<file path="config.mk">
export PLATFORM = sky130hd
export DESIGN_NAME = neighbor_table_ttl_aging_flat
export DESIGN_NICKNAME = d
export VERILOG_FILES = /design/src/hdl/ntta_pkg.sv /design/src/hdl/ntta_if.sv /design/src/hdl/ntta_ram.sv /design/src/hdl/neighbor_table_ttl_aging.sv /design/src/flat_wrapper.sv
export SDC_FILE = /design/constraint.sdc
export NUM_CORES = 2
export LEC_CHECK = 0
export BUFFER_PORTS_ARGS = -buffer_cell sky130_fd_sc_hd__buf_2
export CAP_MARGIN = 10
export CORE_ASPECT_RATIO = 0.8
export CORE_MARGIN = 5
export CORE_UTILIZATION = 59
export CTS_BUF_LIST = sky130_fd_sc_hd__clkbuf_8
export DETAILED_ROUTE_END_ITERATION = 7
export PLACE_DENSITY_LB_ADDON = 0.25
export SLEW_MARGIN = 25
export SYNTH_ARGS = -nofsm -noshare
export SYNTH_HDL_FRONTEND = slang
export SYNTH_MEMORY_MAX_BITS = 65536
export SYNTH_SLANG_ARGS = --single-unit
</file>
<file path="constraint.sdc">
create_clock -name clk_i -period 33 [get_ports clk_i]
set_input_delay 4.95 -clock clk_i [delete_from_list [all_inputs] [get_ports clk_i]]
set_output_delay 4.95 -clock clk_i [all_outputs]
set_load 0.005 [all_outputs]
</file>
<file path="src/hdl/ntta_pkg.sv">
// Package for the neighbor table with TTL aging.
// Holds sizes, command and event codes, and the table entry type.
// No dependencies.
package ntta_pkg;
  localparam int unsigned ENTRIES = 32;
  localparam int unsigned SLOT_W  = $clog2(ENTRIES);
  localparam int unsigned CNT_W   = $clog2(ENTRIES + 1);

  localparam logic [1:0] CMD_FRAME  = 2'd0;
  localparam logic [1:0] CMD_EXPIRE = 2'd1;
  localparam logic [1:0] CMD_FLUSH  = 2'd2;

  localparam logic [1:0] EV_ADDED     = 2'd0;
  localparam logic [1:0] EV_REMOVED   = 2'd1;
  localparam logic [1:0] EV_UPDATED   = 2'd2;
  localparam logic [1:0] EV_REFRESHED = 2'd3;

  localparam logic [1:0] REG_MAX_ENTRIES = 2'd0;
  localparam logic [1:0] REG_FILTER_MAC  = 2'd1;
  localparam logic [1:0] REG_CAP_MASK    = 2'd2;

  typedef struct packed {
    logic [63:0] key;
    logic [31:0] content;
    logic [32:0] expiry;
  } entry_t;

  typedef struct packed {
    logic [1:0]  kind;
    logic [63:0] key;
    logic [4:0]  slot;
  } event_t;
endpackage

</file>
<file path="src/hdl/ntta_if.sv">
// Channel interfaces of the neighbor table: item input and event output.
// Depends on nothing.
interface ntta_item_if;
  logic        valid;
  logic        ready;
  logic [1:0]  command;
  logic [63:0] neighbor_key;
  logic [31:0] content_digest;
  logic [47:0] source_mac;
  logic [15:0] ttl_seconds;
  logic        has_caps;
  logic [15:0] enabled_caps;
  logic [31:0] now_time;
  modport source (output valid, command, neighbor_key, content_digest, source_mac,
                  ttl_seconds, has_caps, enabled_caps, now_time, input ready);
  modport sink (input valid, command, neighbor_key, content_digest, source_mac,
                ttl_seconds, has_caps, enabled_caps, now_time, output ready);
endinterface

interface ntta_event_if;
  logic        valid;
  logic        ready;
  logic [1:0]  event_kind;
  logic [63:0] event_key;
  logic [4:0]  event_slot;
  logic        last;
  modport source (output valid, event_kind, event_key, event_slot, last, input ready);
  modport sink (input valid, event_kind, event_key, event_slot, last, output ready);
endinterface

</file>
<file path="src/hdl/ntta_ram.sv">
// Generic single-port-write, single-port-read RAM with registered read.
// No dependencies.
module ntta_ram #(
  parameter int unsigned WIDTH = 8,
  parameter int unsigned DEPTH = 32
) (
  input  logic                     clk_i,
  input  logic                     we_i,
  input  logic [$clog2(DEPTH)-1:0] waddr_i,
  input  logic [WIDTH-1:0]         wdata_i,
  input  logic                     re_i,
  input  logic [$clog2(DEPTH)-1:0] raddr_i,
  output logic [WIDTH-1:0]         rdata_o
);
  logic [WIDTH-1:0] mem_q [DEPTH];

  always_ff @(posedge clk_i) begin
    if (we_i) begin
      mem_q[waddr_i] <= wdata_i;
    end
    if (re_i) begin
      rdata_o <= mem_q[raddr_i];
    end
  end
endmodule

</file>
<file path="src/hdl/neighbor_table_ttl_aging.sv">
// Top level of the neighbor table with TTL aging.
// Depends on ntta_pkg, ntta_if and ntta_ram.
//
// Usage: items enter on item_i (valid/ready), one at a time. A frame item
// looks up its key, then removes, refreshes, or (after eviction) inserts.
// An expire item evicts expired entries and trims to capacity. A flush item
// empties the table in the accept cycle and gives no events. Each event
// leaves on event_o as one transaction; last marks the final event of an item.
// The lookup is one pass over the entry RAM. Each eviction costs one
// min-expiry pass, and the final pass that finds nothing to evict costs
// the same. ready stays low while an item is in work.
// Reset empties the table (valid bits in flops, no clearing pass) and loads
// the register defaults. A stalled receiver holds the block in the current
// state; one event waits in a pending register and one in the output register.
// Config writes on cfg_we_i take effect at once. The user must make them only
// while idle; the block itself does not enforce this.
module neighbor_table_ttl_aging
  import ntta_pkg::*;
(
  input  logic        clk_i,
  input  logic        rst_ni,
  input  logic        cfg_we_i,
  input  logic [1:0]  cfg_idx_i,
  input  logic [47:0] cfg_data_i,
  ntta_item_if.sink   item_i,
  ntta_event_if.source event_o
);
  localparam logic [2:0] S_IDLE   = 3'd0;
  localparam logic [2:0] S_FIND   = 3'd1;
  localparam logic [2:0] S_DECIDE = 3'd2;
  localparam logic [2:0] S_SPACE  = 3'd3;
  localparam logic [2:0] S_EVICT  = 3'd4;
  localparam logic [2:0] S_INSERT = 3'd5;
  localparam logic [2:0] S_FIN    = 3'd6;

  logic [2:0] st_q, st_d;
  logic [5:0]  max_q;
  logic [47:0] fmac_q;
  logic [15:0] cmask_q;

  logic [1:0]  cmd_q;
  logic [63:0] key_q;
  logic [31:0] content_q;
  logic [47:0] src_q;
  logic [15:0] ttl_q;
  logic        hcaps_q;
  logic [15:0] caps_q;
  logic [31:0] now_q;

  logic [ENTRIES-1:0] valid_q;
  logic [CNT_W-1:0]   cnt_q;
  logic [CNT_W-1:0]   scan_q;
  logic [SLOT_W-1:0]  chk_slot_q;
  logic               chk_vld_q;

  logic              found_q;
  logic [SLOT_W-1:0] found_slot_q;
  logic [31:0]       found_content_q;
  logic              had_old_q;

  logic              best_vld_q;
  logic [32:0]       best_exp_q;
  logic [SLOT_W-1:0] best_slot_q;
  logic [63:0]       best_key_q;

  logic   pend_vld_q;
  event_t pend_q;
  logic   ovld_q;
  event_t out_q;
  logic   olast_q;

  logic              rd_en, we;
  logic [SLOT_W-1:0] waddr;
  entry_t            wdata, rdata;
  logic              scan_done, hit, keep, out_free, can_emit, emit;
  event_t            ev;
  logic [CNT_W-1:0]  m, lim;
  logic [SLOT_W-1:0] free_slot;
  logic [32:0]       new_exp;

  ntta_ram #(.WIDTH($bits(entry_t)), .DEPTH(ENTRIES)) u_ram (
    .clk_i   (clk_i),
    .we_i    (we),
    .waddr_i (waddr),
    .wdata_i (wdata),
    .re_i    (rd_en),
    .raddr_i (scan_q[SLOT_W-1:0]),
    .rdata_o (rdata)
  );

  assign new_exp   = {1'b0, now_q} + {17'd0, ttl_q};
  assign rd_en     = (st_q == S_FIND || st_q == S_SPACE) && scan_q < CNT_W'(ENTRIES);
  assign scan_done = chk_vld_q && chk_slot_q == SLOT_W'(ENTRIES - 1);
  assign hit       = chk_vld_q && valid_q[chk_slot_q] && rdata.key == key_q;
  assign keep      = ttl_q != 16'd0 && !(fmac_q != 48'd0 && fmac_q == src_q) &&
                     !(hcaps_q && (caps_q & cmask_q) == 16'd0);
  assign out_free  = !ovld_q || event_o.ready;
  assign can_emit  = !pend_vld_q || out_free;

  always_comb begin
    m = (max_q == 6'd0) ? CNT_W'(1) :
        ({26'd0, max_q} > ENTRIES) ? CNT_W'(ENTRIES) : CNT_W'(max_q);
    lim = (cmd_q == CMD_FRAME) ? m - CNT_W'(1) : m;
  end

  always_comb begin
    free_slot = '0;
    for (int i = ENTRIES - 1; i >= 0; i--) begin
      if (!valid_q[i]) begin
        free_slot = SLOT_W'(i);
      end
    end
  end

  always_comb begin
    st_d  = st_q;
    emit  = 1'b0;
    ev    = '{kind: EV_REMOVED, key: key_q, slot: 5'(found_slot_q)};
    we    = 1'b0;
    waddr = found_slot_q;
    wdata = '{key: key_q, content: content_q, expiry: new_exp};
    case (st_q)
      S_IDLE: begin
        if (item_i.valid) begin
          if (item_i.command == CMD_FRAME) begin
            st_d = S_FIND;
          end else if (item_i.command == CMD_EXPIRE) begin
            st_d = S_SPACE;
          end
        end
      end
      S_FIND: begin
        if (scan_done) begin
          st_d = S_DECIDE;
        end
      end
      S_DECIDE: begin
        if (!found_q) begin
          st_d = keep ? S_SPACE : S_FIN;
        end else if (keep && found_content_q != content_q) begin
          st_d = S_SPACE;
        end else if (can_emit) begin
          emit = 1'b1;
          if (keep) begin
            ev.kind = EV_REFRESHED;
            we      = 1'b1;
          end
          st_d = S_FIN;
        end
      end
      S_SPACE: begin
        if (scan_done) begin
          st_d = S_EVICT;
        end
      end
      S_EVICT: begin
        if (!best_vld_q || (cnt_q <= lim && best_exp_q > {1'b0, now_q})) begin
          st_d = (cmd_q == CMD_FRAME) ? S_INSERT : S_FIN;
        end else if (can_emit) begin
          emit = 1'b1;
          ev   = '{kind: EV_REMOVED, key: best_key_q, slot: 5'(best_slot_q)};
          st_d = S_SPACE;
        end
      end
      S_INSERT: begin
        if (can_emit) begin
          emit  = 1'b1;
          we    = 1'b1;
          waddr = free_slot;
          ev    = '{kind: had_old_q ? EV_UPDATED : EV_ADDED, key: key_q,
                    slot: 5'(free_slot)};
          st_d  = S_FIN;
        end
      end
      S_FIN: begin
        if (!pend_vld_q || out_free) begin
          st_d = S_IDLE;
        end
      end
      default: st_d = S_IDLE;
    endcase
  end

  always_ff @(posedge clk_i) begin
    if (st_q == S_IDLE && item_i.valid) begin
      cmd_q     <= item_i.command;
      key_q     <= item_i.neighbor_key;
      content_q <= item_i.content_digest;
      src_q     <= item_i.source_mac;
      ttl_q     <= item_i.ttl_seconds;
      hcaps_q   <= item_i.has_caps;
      caps_q    <= item_i.enabled_caps;
      now_q     <= item_i.now_time;
    end
    chk_slot_q <= scan_q[SLOT_W-1:0];
    if (hit && !found_q) begin
      found_slot_q    <= chk_slot_q;
      found_content_q <= rdata.content;
    end
    if (st_q == S_SPACE && chk_vld_q && valid_q[chk_slot_q] &&
        (!best_vld_q || rdata.expiry < best_exp_q)) begin
      best_exp_q  <= rdata.expiry;
      best_slot_q <= chk_slot_q;
      best_key_q  <= rdata.key;
    end
    if (emit) begin
      pend_q <= ev;
      if (pend_vld_q) begin
        out_q   <= pend_q;
        olast_q <= 1'b0;
      end
    end else if (st_q == S_FIN && pend_vld_q && out_free) begin
      out_q   <= pend_q;
      olast_q <= 1'b1;
    end
  end

  always_ff @(posedge clk_i or negedge rst_ni) begin
    if (!rst_ni) begin
      st_q       <= S_IDLE;
      max_q      <= 6'd32;
      fmac_q     <= '0;
      cmask_q    <= 16'hFFFF;
      valid_q    <= '0;
      cnt_q      <= '0;
      scan_q     <= '0;
      chk_vld_q  <= 1'b0;
      found_q    <= 1'b0;
      had_old_q  <= 1'b0;
      best_vld_q <= 1'b0;
      pend_vld_q <= 1'b0;
      ovld_q     <= 1'b0;
    end else begin
      st_q <= st_d;
      if (cfg_we_i) begin
        case (cfg_idx_i)
          REG_MAX_ENTRIES: max_q   <= cfg_data_i[5:0];
          REG_FILTER_MAC:  fmac_q  <= cfg_data_i;
          REG_CAP_MASK:    cmask_q <= cfg_data_i[15:0];
          default: ;
        endcase
      end
      chk_vld_q <= rd_en;
      if (rd_en) begin
        scan_q <= scan_q + CNT_W'(1);
      end else if (st_q != S_FIND && st_q != S_SPACE) begin
        scan_q <= '0;
      end
      if (st_q == S_IDLE && item_i.valid) begin
        found_q   <= 1'b0;
        had_old_q <= 1'b0;
        if (item_i.command == CMD_FLUSH) begin
          valid_q <= '0;
          cnt_q   <= '0;
        end
      end
      if (hit) begin
        found_q <= 1'b1;
      end
      if (st_q == S_SPACE && chk_vld_q && valid_q[chk_slot_q] &&
          (!best_vld_q || rdata.expiry < best_exp_q)) begin
        best_vld_q <= 1'b1;
      end
      // best candidate lives until the next min-expiry pass starts
      if (st_q != S_SPACE && st_d == S_SPACE) begin
        best_vld_q <= 1'b0;
      end
      if (st_q == S_DECIDE && found_q && keep && found_content_q != content_q) begin
        valid_q[found_slot_q] <= 1'b0;
        cnt_q                 <= cnt_q - CNT_W'(1);
        had_old_q             <= 1'b1;
      end
      if (emit && st_q == S_DECIDE && !keep) begin
        valid_q[found_slot_q] <= 1'b0;
        cnt_q                 <= cnt_q - CNT_W'(1);
      end
      if (emit && st_q == S_EVICT) begin
        valid_q[best_slot_q] <= 1'b0;
        cnt_q                <= cnt_q - CNT_W'(1);
      end
      if (emit && st_q == S_INSERT) begin
        valid_q[free_slot] <= 1'b1;
        cnt_q              <= cnt_q + CNT_W'(1);
      end
      if (emit) begin
        pend_vld_q <= 1'b1;
        ovld_q     <= pend_vld_q | (ovld_q & ~event_o.ready);
      end else if (st_q == S_FIN && pend_vld_q && out_free) begin
        pend_vld_q <= 1'b0;
        ovld_q     <= 1'b1;
      end else if (event_o.ready) begin
        ovld_q <= 1'b0;
      end
    end
  end

  assign item_i.ready     = st_q == S_IDLE;
  assign event_o.valid    = ovld_q;
  assign event_o.event_kind = out_q.kind;
  assign event_o.event_key  = out_q.key;
  assign event_o.event_slot = out_q.slot;
  assign event_o.last       = olast_q;

  a_count_matches: assert property (@(posedge clk_i) disable iff (!rst_ni)
    cnt_q == CNT_W'($countones(valid_q)))
    else $error("entry count differs from valid bits");
  a_idle_no_pending: assert property (@(posedge clk_i) disable iff (!rst_ni)
    st_q == S_IDLE |-> !pend_vld_q)
    else $error("event pending while idle");
  a_insert_has_room: assert property (@(posedge clk_i) disable iff (!rst_ni)
    st_q == S_INSERT |-> valid_q != {ENTRIES{1'b1}})
    else $error("insert with full table");
  a_emit_no_overrun: assert property (@(posedge clk_i) disable iff (!rst_ni)
    emit && pend_vld_q |-> out_free)
    else $error("event overwrites busy output");
endmodule

</file>
<file path="src/flat_wrapper.sv">
// flat-port wrapper written by rule: the top's interface ports become plain ports
module neighbor_table_ttl_aging_flat import ntta_pkg::*;
  (clk_i, rst_ni, cfg_we_i, cfg_idx_i, cfg_data_i, item_i_valid, item_i_command, item_i_neighbor_key, item_i_content_digest, item_i_source_mac, item_i_ttl_seconds, item_i_has_caps, item_i_enabled_caps, item_i_now_time, item_i_ready, event_o_valid, event_o_event_kind, event_o_event_key, event_o_event_slot, event_o_last, event_o_ready);
  ntta_item_if item_i_i ();
  ntta_event_if event_o_i ();
  input  logic clk_i;
  input  logic rst_ni;
  input  logic cfg_we_i;
  input  logic [1:0] cfg_idx_i;
  input  logic [47:0] cfg_data_i;
  input wire logic [$bits(item_i_i.valid)-1:0] item_i_valid;
  input wire logic [$bits(item_i_i.command)-1:0] item_i_command;
  input wire logic [$bits(item_i_i.neighbor_key)-1:0] item_i_neighbor_key;
  input wire logic [$bits(item_i_i.content_digest)-1:0] item_i_content_digest;
  input wire logic [$bits(item_i_i.source_mac)-1:0] item_i_source_mac;
  input wire logic [$bits(item_i_i.ttl_seconds)-1:0] item_i_ttl_seconds;
  input wire logic [$bits(item_i_i.has_caps)-1:0] item_i_has_caps;
  input wire logic [$bits(item_i_i.enabled_caps)-1:0] item_i_enabled_caps;
  input wire logic [$bits(item_i_i.now_time)-1:0] item_i_now_time;
  output wire logic [$bits(item_i_i.ready)-1:0] item_i_ready;
  output wire logic [$bits(event_o_i.valid)-1:0] event_o_valid;
  output wire logic [$bits(event_o_i.event_kind)-1:0] event_o_event_kind;
  output wire logic [$bits(event_o_i.event_key)-1:0] event_o_event_key;
  output wire logic [$bits(event_o_i.event_slot)-1:0] event_o_event_slot;
  output wire logic [$bits(event_o_i.last)-1:0] event_o_last;
  input wire logic [$bits(event_o_i.ready)-1:0] event_o_ready;
  assign item_i_i.valid = item_i_valid;
  assign item_i_i.command = item_i_command;
  assign item_i_i.neighbor_key = item_i_neighbor_key;
  assign item_i_i.content_digest = item_i_content_digest;
  assign item_i_i.source_mac = item_i_source_mac;
  assign item_i_i.ttl_seconds = item_i_ttl_seconds;
  assign item_i_i.has_caps = item_i_has_caps;
  assign item_i_i.enabled_caps = item_i_enabled_caps;
  assign item_i_i.now_time = item_i_now_time;
  assign item_i_ready = item_i_i.ready;
  assign event_o_valid = event_o_i.valid;
  assign event_o_event_kind = event_o_i.event_kind;
  assign event_o_event_key = event_o_i.event_key;
  assign event_o_event_slot = event_o_i.event_slot;
  assign event_o_last = event_o_i.last;
  assign event_o_i.ready = event_o_ready;
  neighbor_table_ttl_aging u_core (.clk_i(clk_i), .rst_ni(rst_ni), .cfg_we_i(cfg_we_i), .cfg_idx_i(cfg_idx_i), .cfg_data_i(cfg_data_i), .item_i(item_i_i), .event_o(event_o_i));
endmodule
</file>
==> results.md <==
Run status:
- The run finished with clean final reports.

STA:
- After routing, the total negative slack on setup checks comes to 0 ps.
- Setup repair after global routing left no endpoint under its margin.
- Clock skew on the completed layout was measured at 80.8 ps.
- Setup violations remaining at the end of the flow were counted as 0.
- Derived from the worst setup path, the maximum achievable clock frequency is about 100 MHz.
- The number of hold violations in the final report came to 0.
- Headroom to the max-slew limit came out at 22.7%.
- The fraction of the cycle the final worst path needs is 29.2%.
- Across all hold checks on the routed design, the worst slack comes to 401 ps.
- The final-report max-slew violation count is 0.
- The pin slew with the least headroom to its limit is 1160 ps.
- The final critical path time including I/O delays and setup is 9640 ps.
- After layout, the worst setup slack is around 23000 ps.

Final layout:
- The count of cells in the finished layout, fillers not included, comes to 13700.
- The number of fill cells is around 20000.
- Measured on the finished design, the core utilization comes to 66.2%.
- The relative area change from synthesis to final layout is 11.5%.
- The combined flip-flop and latch cell area is 0.146 sq mm.
- At the end of the flow, the number of nets in the layout was 9259.
- Of the cells placed in the final design, the portion with a size suffix greater than 1 is 33.1%.
- Summing all multi-input logic gate instances after layout gives 0.0398 sq mm.

Synth:
- The prevailing post-synth register cell is edfxtp_1.
- The average instance in the mapped netlist occupies between 20 and 25 sq um.
- The number of nets handed over by synthesis was 8276.
- The mapped netlist covers between 0.15 and 0.2 sq mm.
- Yosys mapped a number of flops with a built-in enable equal to 4750.
- The count of unique library cells instantiated by Yosys is 77.
- Of all flip-flops after synthesis, the portion carrying an async set or reset was 2.52%.
- The part of the Yosys area used for sequential elements is slightly below 80%.
- The Yosys step of the flow raised 0 warnings.
- Synthesis inferred 4878 register bits.
- The number of instances in the synthesized netlist is 7919.

Pwr:
- The clock network is responsible for 28.7% of the overall power.
- In this run the static leakage power is 66.8 nW.
- Cell internal power was estimated by the tool at 0.0110 W.
- The net load switching power is 0.00429 W.
- The sequential group share of total power is 47.4%.
- The ratio of total power to cell area is 73.4 mW/mm^2.
- Across the VDD grid, the largest voltage drop is 0.0698 mV.
- The share of total power in combinational logic is a little under a quarter.
- Net switching is between 20% and 30% of the power.

Clock network:
- The number of gates resized after cts is 0.
- The total clock sinks is 4878.
- Hold repair after CTS inserted 0 buffers.
- The CTS clock-pin slew for the worst setup and hold paths is about 60 ps.
- The clock passes through at most 4 buffers.
- The clock tree from TritonCTS is yes.
- The H-tree depth reported by CTS is 6.
- The latest clock arrival within the worst-skew pair is 1110 ps.
- The cell at the root of the clock tree is clkbuf_8.
- The number of setup buffers added after CTS is 0.
- The total clock buffers created by CTS is between 700 and 800.

Routing:
- The number of iterations in the first detailed-routing pass is 6.
- The remaining antenna violation count after routing is 0.
- The mean routed wirelength per cell is 33.7 microns.
- The number of DRC markers after the initial detailed-route iteration is roughly 13000.
- The total routed wirelength is 460 mm.
- The detailed-route DRC error count is 0.
- After detailed routing, the number of vias per cell comes to 6.68.
- The count of vias placed by the detailed router is 91200.

Hold path:
- The worst hold path passes through 0 cells.
- The min-delay analysis places its worst path in the category register to register.

Setup path:
- STA classifies the critical path startpoint as a primary input.
- In this run the worst path has a maximum fanout of 48.
- For the worst setup path, the data required time is 33660 ps.
- The worst setup path is captured at a register.
- Data on the critical path arrives at its endpoint at 10300 ps.
- The critical path is of the primary input to register type.
- The cell depth of the worst flop-to-flop path is 10.

Placed design:
- The cell total after placement is 12400.
- At the placement stage, the worst setup path has a slack of 22200 ps.
- At the end of routability-driven placement, the weighted congestion stood at ~0.86.
- In this run the tool buffered the top-level ports with approximately 340 buffer cells.
- After legalization and detailed placement, the total HPWL measured 260 mm.

Global routing:
- The initial antenna violation count is 30.
- The via count of the first global-routing pass is 90700.
- Global routing consumed, over all layers together, between 20% and 30% of the routing resources.
- The global-route congestion overflow total is 0.
- The pin count of the biggest net entering global routing is between 100 and 150.
- The global-route wire length before repair is about 660 mm.

Floorplanning:
- The area of the core is 0.315 sq mm.
- The vertical die dimension is 514 microns.
- The die is 639 microns wide.
- For this configuration, the core starts out at a cell density of 59.4%.
- The count of standard-cell rows is roughly 180.
- The area of the die is 0.328 sq mm.
- The number of ports placed on the die boundary is 340.

Run:
- The tool flagged a number of max-cap violations equal to 0.
-- cells by family (layout without fill, tap and decap cells) --
kind of cell               count (synthesis)  in the layout  synth area share [%]
and+or+nand+nor                          449            449                  1.33
AOI/OAI and AO/OA                        325            325                  1.19
adders and majority gates                 91             91                 0.613
other                                      0             14                     0
xor gates and xnor gates                 146            146                 0.684
muxes                                   1557           1557                  17.2
buffers and inverters                    473           2011                 0.998
DFF                                     4878           4878                  78.0
-- cells in the final DEF (no fill, tap or decap), types with 11 or more instances in the layout --
cell / n
o211ai_1: 37
buf_2: 338
nand3_1: 40
buf_12: 19
bufinv_16: 11
nor2_1: 55
clkinv_2: 53
a31oi_1: 15
edfxtp_1: 4750
nor3b_2: 16
xnor2_2: 13
nand2_1: 84
ha_1: 90
o21a_1: 17
inv_1: 373
o21ai_0: 53
diode_2: 14
nor2b_1: 12
nand4_1: 48
clkinvlp_4: 18
clkinv_1: 168
buf_6: 15
buf_4: 244
nor3_1: 26
nand3b_1: 11
dfrtp_1: 101
a21oi_1: 44
mux4_2: 1300
o22ai_1: 35
clkbuf_8: 739
xnor2_1: 26
xor2_1: 101
a21o_1: 23
mux2_2: 254
nor4_1: 80
dfstp_2: 17
-- worst max-delay path, cell delays in order --
cell     delay, ps
buf_2          130
and3b_1        260
nor2_1         150
and2_1         560
inv_1          570
nor3_1         410
a41o_1         240
nand3_1        290
nor3_2         830
buf_4          830
buf_4          920
-- synthesized netlist by cell type, types with 7 or more instances --
cell         n  share of area [%]
dfrtp_1    106                1.4
ha_1        90               0.60
nand2b_1    10              0.033
nor2_1      65               0.13
xnor2_1     43               0.20
o22ai_1     35               0.12
a21oi_1     45               0.12
nand3_1     40               0.11
clkbuf_1   259               0.52
o21a_1      17              0.068
nand3b_1    11              0.044
edfxtp_1  4750                 76
a211oi_1    12              0.048
inv_1      115               0.23
or3_1        7              0.023
nand4_1     48               0.16
nor4_1      80               0.27
nor3_1      34              0.091
buf_2       51               0.14
o21ai_0     55               0.15
nor3b_1     18              0.072
o311ai_0     7              0.033
dfstp_2     17               0.24
mux4_2    1300                 16
mux2_2     254                1.5
a22o_1       8              0.037
buf_1       43              0.086
xor2_1     103               0.48
a21o_1      23              0.092
o211ai_1    37               0.15
a22oi_1      7              0.028
nand2_1     84               0.17
a31oi_1     15              0.050
nor2b_1     12              0.040
-- power groups by stage --
stage / clock, W / sequential, W / combinational, W
4_1_cts: 0.00446 / 0.00725 / 0.00368
3_3_place_gp: 0 / 0.00738 / 0.00362
6_report: 0.00439 / 0.00725 / 0.00366
2_1_floorplan: 0 / 0.00727 / 0.00261
3_5_place_dp: 0 / 0.00738 / 0.00366
5_1_grt: 0.00477 / 0.00726 / 0.00386
-- per-stage QoR --
stage,instance area (sq um),total power [W]
3_5_place_dp,195000,0.0110
6_report,208000,0.0153
3_3_place_gp,195000,0.0110
4_1_cts,208000,0.0154
2_1_floorplan,187000,0.00988
5_1_grt,208000,0.0159
-- layer usage --
metal	vias to the layer above	GRT usage [%]	wire [microns]
li1	36000	-	-
met1	48200	44.0	184000
met2	6354	40.6	208000
met3	655	7.02	58200
met4	10	6.26	9990
met5	-	0	72
-- path summary, 6_finish.rpt --
path,startpoint,endpoint,slack (ps)
setup / recovery,event_o_ready,u_core.u_ram.mem_q[5][35],23360
hold / removal,u_core.pend_q[55],u_core.event_o.event_key[50],400
setup reg to reg,u_core.content_q[8],u_core.u_ram.mem_q[24][104],25960
hold reg to reg,u_core.pend_q[55],u_core.event_o.event_key[50],400
max in group asynchronous,rst_ni,u_core.scan_q[3],27750
min in group asynchronous,rst_ni,u_core.fmac_q[13],3930
-- layout make-up --
class | count | share of cell area, %
Antenna cell | 14 | 0.0168
Clock buffer | 739 | 4.88
Clock inverter | 527 | 1.20
Inverter | 115 | 0.212
Multi-Input combinational cell | 2568 | 19.1
Sequential cell | 4878 | 70.0
Tap cell | 4185 | 2.51
Timing Repair Buffer | 630 | 2.09
-- state kept, by name (all words and copies together) (netlist names), 32 cells and up --
name,count
u_core.best_exp_q,33
u_core.best_key_q,64
u_core.content_q,32
u_core.event_o.event_key,64
u_core.fmac_q,48
u_core.found_content_q,32
u_core.key_q,64
u_core.now_q,32
u_core.pend_q,71
u_core.src_q,48
u_core.u_ram.mem_q,4128
u_core.u_ram.rdata_o,129
u_core.valid_q,32
Note: power is estimated with default switching activity, not from simulation.
